===== src/sv/imo_pkg.sv =====
// Shared types and constants for the IMU offset-removal moving-average filter.
// No dependencies; every other file in sv/ imports this package.
package imo_pkg;

  localparam int DATA_W     = 16;
  localparam int NUM_AXES   = 6;
  // Averaging window length in samples; must be a power of two (2..64).
  localparam int WINDOW_LEN = 8;
  localparam int POS_W      = (WINDOW_LEN > 1) ? $clog2(WINDOW_LEN) : 1;
  localparam int SUM_W      = DATA_W + POS_W;
  localparam int CFG_IDX_W  = 3;

  typedef logic signed [DATA_W-1:0] sample_t;
  typedef logic signed [SUM_W-1:0]  wsum_t;
  typedef logic [POS_W-1:0]         pos_t;
  typedef logic [CFG_IDX_W-1:0]     cfg_idx_t;
  typedef sample_t [NUM_AXES-1:0]   axes_t;

  // Bias register indexes; register i corrects axis i.
  typedef enum logic [CFG_IDX_W-1:0] {
    REG_ACCEL_BIAS_X = 3'd0,
    REG_ACCEL_BIAS_Y = 3'd1,
    REG_ACCEL_BIAS_Z = 3'd2,
    REG_GYRO_BIAS_X  = 3'd3,
    REG_GYRO_BIAS_Y  = 3'd4,
    REG_GYRO_BIAS_Z  = 3'd5
  } cfg_reg_t;

  // Axis slots in axes_t, same order as the registers.
  localparam int AX_ACCEL_X = 0;
  localparam int AX_ACCEL_Y = 1;
  localparam int AX_ACCEL_Z = 2;
  localparam int AX_GYRO_X  = 3;
  localparam int AX_GYRO_Y  = 4;
  localparam int AX_GYRO_Z  = 5;

  // Control from the top level to each axis lane.
  typedef struct packed {
    logic upd;   // commit one corrected sample into the window
    pos_t pos;   // ring slot to overwrite
  } lane_ctrl_t;

endpackage


===== src/sv/imo_if.sv =====
// Valid/ready stream interfaces for the raw sample and filtered result beats.
// Depends on imo_pkg.
interface imo_in_if;
  import imo_pkg::*;
  logic    valid;
  logic    ready;
  sample_t accel_in_x;
  sample_t accel_in_y;
  sample_t accel_in_z;
  sample_t gyro_in_x;
  sample_t gyro_in_y;
  sample_t gyro_in_z;

  modport source (output valid, output accel_in_x, output accel_in_y, output accel_in_z,
                  output gyro_in_x, output gyro_in_y, output gyro_in_z, input ready);
  modport sink   (input valid, input accel_in_x, input accel_in_y, input accel_in_z,
                  input gyro_in_x, input gyro_in_y, input gyro_in_z, output ready);
endinterface

interface imo_out_if;
  import imo_pkg::*;
  logic    valid;
  logic    ready;
  sample_t accel_out_x;
  sample_t accel_out_y;
  sample_t accel_out_z;
  sample_t gyro_out_x;
  sample_t gyro_out_y;
  sample_t gyro_out_z;

  modport source (output valid, output accel_out_x, output accel_out_y, output accel_out_z,
                  output gyro_out_x, output gyro_out_y, output gyro_out_z, input ready);
  modport sink   (input valid, input accel_out_x, input accel_out_y, input accel_out_z,
                  input gyro_out_x, input gyro_out_y, input gyro_out_z, output ready);
endinterface


===== src/sv/imu_offset_moving_average_top.sv =====
// IMU offset removal and moving-average filter, top level.
// Stream ports and pipeline; depends on imo_pkg, imo_if, imo_bias, imo_lane.
//
// Each input beat carries one six-axis IMU sample (accel x/y/z, gyro x/y/z,
// signed 16 bit). Per axis the programmed bias is subtracted with 16-bit
// wraparound, the result replaces the oldest entry in that axis's window of
// the last WINDOW_LEN samples, and the output is the window sum divided by
// WINDOW_LEN, truncated toward zero. Exactly one output beat per input beat,
// in order. The windows start as zeros after reset, so the first WINDOW_LEN
// outputs average those zeros in. From input accept to output valid a sample
// moves through the corrected-sample register and then the result register.
// Throughput is one beat per cycle unless the output stalls; a running sum per
// axis replaces the window walk, so nothing in the datapath iterates. The
// result register doubles as the stall buffer: while a result waits, one
// more sample is taken into the first stage, and only then does in ready
// drop. Bias registers (index 0..5: accel x/y/z, gyro x/y/z) are written
// through cfg_we/cfg_idx/cfg_wdata and should only be changed while the
// pipeline is empty; writes to indexes 6 and 7 are ignored.
module imu_offset_moving_average_top
  import imo_pkg::*;
(
  input  logic      clk,
  input  logic      rst_n,
  imo_in_if.sink    in_s,
  imo_out_if.source out_s,
  input  logic      cfg_we,
  input  cfg_idx_t  cfg_idx,
  input  sample_t   cfg_wdata
);

  axes_t      raw;
  axes_t      corr;
  axes_t      avg;
  logic       in_beat;
  logic       adv;

  // stage 1: bias-corrected sample
  logic       s1_valid_r;
  axes_t      s1_corr_r;
  // stage 2: result register
  logic       out_valid_r;
  axes_t      out_data_r;
  // shared ring slot
  pos_t       pos_r;
  pos_t       pos_nxt;
  lane_ctrl_t lane_ctrl;

  assign raw[AX_ACCEL_X] = in_s.accel_in_x;
  assign raw[AX_ACCEL_Y] = in_s.accel_in_y;
  assign raw[AX_ACCEL_Z] = in_s.accel_in_z;
  assign raw[AX_GYRO_X]  = in_s.gyro_in_x;
  assign raw[AX_GYRO_Y]  = in_s.gyro_in_y;
  assign raw[AX_GYRO_Z]  = in_s.gyro_in_z;

  // result register free or draining this cycle
  assign adv        = !out_valid_r || out_s.ready;
  assign in_s.ready = !s1_valid_r || adv;
  assign in_beat    = in_s.valid && in_s.ready;

  imo_bias u_bias (
    .clk       (clk),
    .rst_n     (rst_n),
    .cfg_we    (cfg_we),
    .cfg_idx   (cfg_idx),
    .cfg_wdata (cfg_wdata),
    .raw       (raw),
    .corr      (corr)
  );

  always_ff @(posedge clk) begin
    if (!rst_n) begin
      s1_valid_r <= 1'b0;
    end else if (in_s.ready) begin
      s1_valid_r <= in_s.valid;
    end
  end

  always_ff @(posedge clk) begin
    if (in_beat) begin
      s1_corr_r <= corr;
    end
  end

  // window update happens as the sample moves into the result register
  assign lane_ctrl.upd = s1_valid_r && adv;
  assign lane_ctrl.pos = pos_r;

  for (genvar a = 0; a < NUM_AXES; a++) begin : g_lane
    imo_lane u_lane (
      .clk   (clk),
      .rst_n (rst_n),
      .ctrl  (lane_ctrl),
      .corr  (s1_corr_r[a]),
      .avg   (avg[a])
    );
  end

  assign pos_nxt = (pos_r == pos_t'(WINDOW_LEN - 1)) ? '0 : pos_r + pos_t'(1);

  always_ff @(posedge clk) begin
    if (!rst_n) begin
      pos_r       <= '0;
      out_valid_r <= 1'b0;
    end else if (adv) begin
      out_valid_r <= s1_valid_r;
      if (s1_valid_r) begin
        pos_r <= pos_nxt;
      end
    end
  end

  always_ff @(posedge clk) begin
    if (lane_ctrl.upd) begin
      out_data_r <= avg;
    end
  end

  assign out_s.valid       = out_valid_r;
  assign out_s.accel_out_x = out_data_r[AX_ACCEL_X];
  assign out_s.accel_out_y = out_data_r[AX_ACCEL_Y];
  assign out_s.accel_out_z = out_data_r[AX_ACCEL_Z];
  assign out_s.gyro_out_x  = out_data_r[AX_GYRO_X];
  assign out_s.gyro_out_y  = out_data_r[AX_GYRO_Y];
  assign out_s.gyro_out_z  = out_data_r[AX_GYRO_Z];

endmodule


===== src/sv/imo_bias.sv =====
// Bias register file and per-axis offset subtraction (16-bit wraparound).
// Depends on imo_pkg.
module imo_bias
  import imo_pkg::*;
(
  input  logic     clk,
  input  logic     rst_n,
  input  logic     cfg_we,
  input  cfg_idx_t cfg_idx,
  input  sample_t  cfg_wdata,
  input  axes_t    raw,
  output axes_t    corr
);

  axes_t bias_r;

  always_ff @(posedge clk) begin
    if (!rst_n) begin
      bias_r <= '0;
    end else if (cfg_we) begin
      case (cfg_idx)
        REG_ACCEL_BIAS_X,
        REG_ACCEL_BIAS_Y,
        REG_ACCEL_BIAS_Z,
        REG_GYRO_BIAS_X,
        REG_GYRO_BIAS_Y,
        REG_GYRO_BIAS_Z: begin
          bias_r[cfg_idx] <= cfg_wdata;
        end
        default: begin
          // unmapped index, write dropped
        end
      endcase
    end
  end

  always_comb begin
    for (int a = 0; a < NUM_AXES; a++) begin
      corr[a] = raw[a] - bias_r[a];
    end
  end

endmodule


===== src/sv/imo_lane.sv =====
// One axis of the filter: ring of the last WINDOW_LEN samples, running sum
// and truncating divide. Depends on imo_pkg.
module imo_lane
  import imo_pkg::*;
(
  input  logic       clk,
  input  logic       rst_n,
  input  lane_ctrl_t ctrl,
  input  sample_t    corr,
  output sample_t    avg
);

  sample_t ring_r [WINDOW_LEN];
  wsum_t   sum_r;
  wsum_t   sum_nxt;
  wsum_t   sum_adj;
  wsum_t   quot;

  always_comb begin
    sum_nxt = sum_r + SUM_W'(corr) - SUM_W'(ring_r[ctrl.pos]);
    // round toward zero: bias negative sums up before the arithmetic shift
    sum_adj = sum_nxt[SUM_W-1] ? (sum_nxt + wsum_t'(WINDOW_LEN - 1)) : sum_nxt;
    quot    = sum_adj >>> POS_W;
    avg     = quot[DATA_W-1:0];
  end

  always_ff @(posedge clk) begin
    if (!rst_n) begin
      sum_r <= '0;
      for (int i = 0; i < WINDOW_LEN; i++) begin
        ring_r[i] <= '0;
      end
    end else if (ctrl.upd) begin
      sum_r            <= sum_nxt;
      ring_r[ctrl.pos] <= corr;
    end
  end

endmodule


===== src/flat_wrapper.sv =====
// flat-port wrapper written by rule: the top's interface ports become plain ports
module imu_offset_moving_average_top_flat import imo_pkg::*;
  (clk, rst_n, cfg_we, cfg_idx, cfg_wdata, in_s_valid, in_s_accel_in_x, in_s_accel_in_y, in_s_accel_in_z, in_s_gyro_in_x, in_s_gyro_in_y, in_s_gyro_in_z, in_s_ready, out_s_valid, out_s_accel_out_x, out_s_accel_out_y, out_s_accel_out_z, out_s_gyro_out_x, out_s_gyro_out_y, out_s_gyro_out_z, out_s_ready);
  imo_in_if in_s_i ();
  imo_out_if out_s_i ();
  input  logic clk;
  input  logic rst_n;
  input  logic cfg_we;
  input  cfg_idx_t cfg_idx;
  input  sample_t cfg_wdata;
  input wire logic [$bits(in_s_i.valid)-1:0] in_s_valid;
  input wire logic [$bits(in_s_i.accel_in_x)-1:0] in_s_accel_in_x;
  input wire logic [$bits(in_s_i.accel_in_y)-1:0] in_s_accel_in_y;
  input wire logic [$bits(in_s_i.accel_in_z)-1:0] in_s_accel_in_z;
  input wire logic [$bits(in_s_i.gyro_in_x)-1:0] in_s_gyro_in_x;
  input wire logic [$bits(in_s_i.gyro_in_y)-1:0] in_s_gyro_in_y;
  input wire logic [$bits(in_s_i.gyro_in_z)-1:0] in_s_gyro_in_z;
  output wire logic [$bits(in_s_i.ready)-1:0] in_s_ready;
  output wire logic [$bits(out_s_i.valid)-1:0] out_s_valid;
  output wire logic [$bits(out_s_i.accel_out_x)-1:0] out_s_accel_out_x;
  output wire logic [$bits(out_s_i.accel_out_y)-1:0] out_s_accel_out_y;
  output wire logic [$bits(out_s_i.accel_out_z)-1:0] out_s_accel_out_z;
  output wire logic [$bits(out_s_i.gyro_out_x)-1:0] out_s_gyro_out_x;
  output wire logic [$bits(out_s_i.gyro_out_y)-1:0] out_s_gyro_out_y;
  output wire logic [$bits(out_s_i.gyro_out_z)-1:0] out_s_gyro_out_z;
  input wire logic [$bits(out_s_i.ready)-1:0] out_s_ready;
  assign in_s_i.valid = in_s_valid;
  assign in_s_i.accel_in_x = in_s_accel_in_x;
  assign in_s_i.accel_in_y = in_s_accel_in_y;
  assign in_s_i.accel_in_z = in_s_accel_in_z;
  assign in_s_i.gyro_in_x = in_s_gyro_in_x;
  assign in_s_i.gyro_in_y = in_s_gyro_in_y;
  assign in_s_i.gyro_in_z = in_s_gyro_in_z;
  assign in_s_ready = in_s_i.ready;
  assign out_s_valid = out_s_i.valid;
  assign out_s_accel_out_x = out_s_i.accel_out_x;
  assign out_s_accel_out_y = out_s_i.accel_out_y;
  assign out_s_accel_out_z = out_s_i.accel_out_z;
  assign out_s_gyro_out_x = out_s_i.gyro_out_x;
  assign out_s_gyro_out_y = out_s_i.gyro_out_y;
  assign out_s_gyro_out_z = out_s_i.gyro_out_z;
  assign out_s_i.ready = out_s_ready;
  imu_offset_moving_average_top u_core (.clk(clk), .rst_n(rst_n), .in_s(in_s_i), .out_s(out_s_i), .cfg_we(cfg_we), .cfg_idx(cfg_idx), .cfg_wdata(cfg_wdata));
endmodule

===== config.mk =====
export PLATFORM = sky130hd
export DESIGN_NAME = imu_offset_moving_average_top_flat
export DESIGN_NICKNAME = d
export VERILOG_FILES = /design/src/sv/imo_pkg.sv /design/src/sv/imo_if.sv /design/src/sv/imu_offset_moving_average_top.sv /design/src/sv/imo_bias.sv /design/src/sv/imo_lane.sv /design/src/flat_wrapper.sv
export SDC_FILE = /design/constraint.sdc
export NUM_CORES = 2
export LEC_CHECK = 0
export ABC_AREA = 1
export CAP_MARGIN = 20
export CORE_UTILIZATION = 34
export DETAILED_ROUTE_END_ITERATION = 8
export DONT_BUFFER_PORTS = 1
export PLACE_DENSITY = 0.62
export SYNTH_ARGS = -nofsm -noshare
export SYNTH_HDL_FRONTEND = slang
export SYNTH_SLANG_ARGS = --single-unit
export TNS_END_PERCENT = 50

===== constraint.sdc =====
create_clock -name clk -period 4.65 [get_ports clk]
set_input_delay 0.93 -clock clk [delete_from_list [all_inputs] [get_ports clk]]
set_output_delay 0.93 -clock clk [all_outputs]
set_load 0.005 [all_outputs]

==> out/qor.txt <==
Final Hold Fails -> 0
Most common cell after layout, fill and taps aside -> nor2_1
Worst Tran Pin Value -> 1.09 ns
Avg Cell Area, Syn -> 8.84 um^2
Num CTS Buffers -> 132
Startpoint types -> flip-flop
Setup TNS -> 0 ns
Tcrit/Tclk final -> 95.0%
Number of distinct library cells after synthesis -> 47
# IOs -> 218
Rel. slew slack -> 27.4%
PD cells -> 520 nW/um^2
Share of cells above drive strength 1 -> 6.24%
Post-DR wirelength/cell -> 20.2 um
Yosys Warn Count -> 0
Setup repair after global routing missed its margin -> no
Residual DRC count -> 0
Peak Freq -> 226 MHz
Post-DP Area -> 66,500 um^2
HPWL Detailed -> 128 mm
Die H -> 432 um
First-pass GRT wire length -> 291 mm
Yosys top cell by area -> edfxtp_1
Seq cells post-synth -> 1,178
Clock transition at path regs -> 0.06 ns
GRT Total Usage -> 20.5%
Vias in the first global route -> 47,200
Syn Inst Count -> 7,100
CTS tree -> yes
Fin crit period -> 4.42 ns
DRT antenna net count -> 0
Initial antenna violation count -> 19
Max-cap violation count -> 0
Maximum vdd drop -> 0.404 mV
Clock Latency Late Sink -> 0.79 ns
Vias -> 49,100
Largest net degree at the start of global routing -> 171
Synthesized net count -> 7,540
Post-Syn Area -> 62,800 um^2
Core box area -> 183,000 um^2
RePlAce Congestion -> 0.938
Sequential area share after synthesis -> 52.9%
Final WS setup -> 0.235 ns
Cts hold-fix bufs -> 0
Setup slack at placement -> 0.233 ns
Hold crit path type -> in -> reg
H-tree Lvls -> 4
Die Width -> 432 um
NumNets Final -> 7,533
Top-area cell type share of the netlist area -> 45.9%
Hold path depth -> 2
Drt pass-1 iters -> 6
Final core utilization -> 38.8%
Total wire length -> 195 mm
Starting density of the core -> 34.3%
Clock Sinks -> 1,178
Area delta synth->final -> 13.3%
Critical path required time -> 5.19 ns
Sequential cell area -> 33,200 um^2
Status -> complete, no violations
Clock Path Buffers -> 3
Number of fill cells in the layout -> 18,200
Die Area -> 186,000 um^2
Via density -> 5.07
Most frequent cells in the layout -> nor2_1, edfxtp_1, inv_1, nand2_1, o21ai_0
Final Max Slew Viols -> 0
Starting DRT DRC Count -> 4,497
CP max FO -> 28
Async S/R FF share, synth -> 0%
Number of flops mapped to enable cells by yosys -> 960
Synth Flop Type -> edfxtp_1
Post-route cell area -> 71,100 um^2
CP Class -> reg -> reg
Port Buffers -> 0
Skew final -> 0.0282 ns
Area taken by multi-input logic gates -> 24,900 um^2
Count of final setup violators -> 0
Dominant cells by area after synthesis -> edfxtp_1, nor2_1, dfxtp_1
CTS root buffer -> clkbuf_16
Grt ovf -> 0
CP arrival -> 4.96 ns
# rows -> 157
P_leak -> 0.0300 uW
Total power -> 37,000 uW
CP endpoint kind -> flip-flop
Worst R2R Path Depth -> 22
==> flip-flops by register name, indices dropped and copies added (netlist names), named ones only <==
| register | count |
|---|---|
| u_core.g_lane.u_lane.ring_r | 768 |
| u_core.g_lane.u_lane.sum_r | 114 |
| u_core.s1_corr_r | 96 |
| u_core.u_bias.bias_r | 96 |
| u_core.out_s.accel_out_x | 16 |
| u_core.out_s.accel_out_y | 16 |
| u_core.out_s.accel_out_z | 16 |
| u_core.out_s.gyro_out_x | 16 |
| u_core.out_s.gyro_out_y | 16 |
| u_core.out_s.gyro_out_z | 16 |
| u_core.pos_r | 3 |
| u_core.out_s.valid | 1 |
| u_core.s1_valid_r | 1 |
==> path summary, 6_finish.rpt <==
| kind | startpoint | to | slack, ns |
|---|---|---|---|
| hold reg to reg | u_core.u_bias.bias_r[51] | u_core.u_bias.bias_r[51] | 0.45 |
| hold / removal | rst_n | u_core.u_bias.bias_r[59] | 0.31 |
| setup / recovery | flip-flop | u_core.out_s.accel_out_z[12] | 0.23 |
| setup reg to reg | flip-flop | u_core.out_s.accel_out_z[12] | 0.23 |
==> repair_timing <==
| action | 4_1_cts | 5_1_grt |
|---|---|---|
| endpoints found under the setup margin | 0 | 25 |
| resized for setup | 0 | 19 |
| buffers inserted | 0 | 3 |
==> final cells by class <==
type	instances	area share [%]
sequential	1178	46.7
timing repair buffer	155	2.67
tap	2464	4.33
antenna	34	0.120
clock inverter	63	1.09
clock buffer	176	4.92
inverter	957	5.12
multi-input combinational	4669	35.1
==> synthesized netlist by cell type (all sizes together), types with 82 or more instances <==
cell and n:
dfxtp 218, a31oi 94, nor2 1694, inv 871, nand2 875, ha 206, o21ai 684, clkbuf 214
edfxtp 960, clkinv 86, buf 82, a21oi 377, nand3 223, fa 114, xor2 95, o22ai 90
==> cells by family after synthesis <==
group / after synthesis / synth area share (%)
xor gates and xnor gates: 131 / 1.85
and+or+nand+nor: 2893 / 18.6
DFF: 1178 / 52.9
buffers and inverters: 1253 / 7.68
AOI/OAI and AO/OA: 1325 / 11.3
adders and majority gates: 320 / 7.74
==> routing by layer <==
layer,global-route usage [%],wire (um),vias to the layer above
li1,-,-,23500
met1,27.5,84300,23700
met2,33.6,91200,1747
met3,3.45,14200,276
met4,6.23,5630,4
met5,0,27,-
==> power by group <==
group	total [uW]	switching (uW)	internal, uW
clock	10500	4480	6030
sequential	13200	512	12700
combinational	13300	9140	4160
==> worst max-delay path, stage by stage, from the launching register on <==
cell	delay [ns]
dfxtp_4	0.46
buf_12	0.21
buf_4	0.32
o21ai_0	0.14
o22ai_1	0.21
nor2_1	0.06
a31oi_1	0.31
fa_1	0.48
inv_1	0.07
ha_1	0.22
nand2_1	0.16
nor2_1	0.29
nand3_1	0.19
nand3_1	0.11
nand2_1	0.05
nand2_1	0.15
inv_1	0.10
nor2_2	0.18
nand3_1	0.16
nor2_4	0.13
nand2_1	0.06
nand2_1	0.06
nand2_1	0.05
==> through the flow <==
stage	hold slack, ns	cells
floorplan	0.433	7100
global placement	0.440	9413
detailed placement	0.447	9413
CTS	0.245	9652
global route	0.269	9679
finish	0.310	9696
No activity file was read; power rests on OpenSTA's default activity.
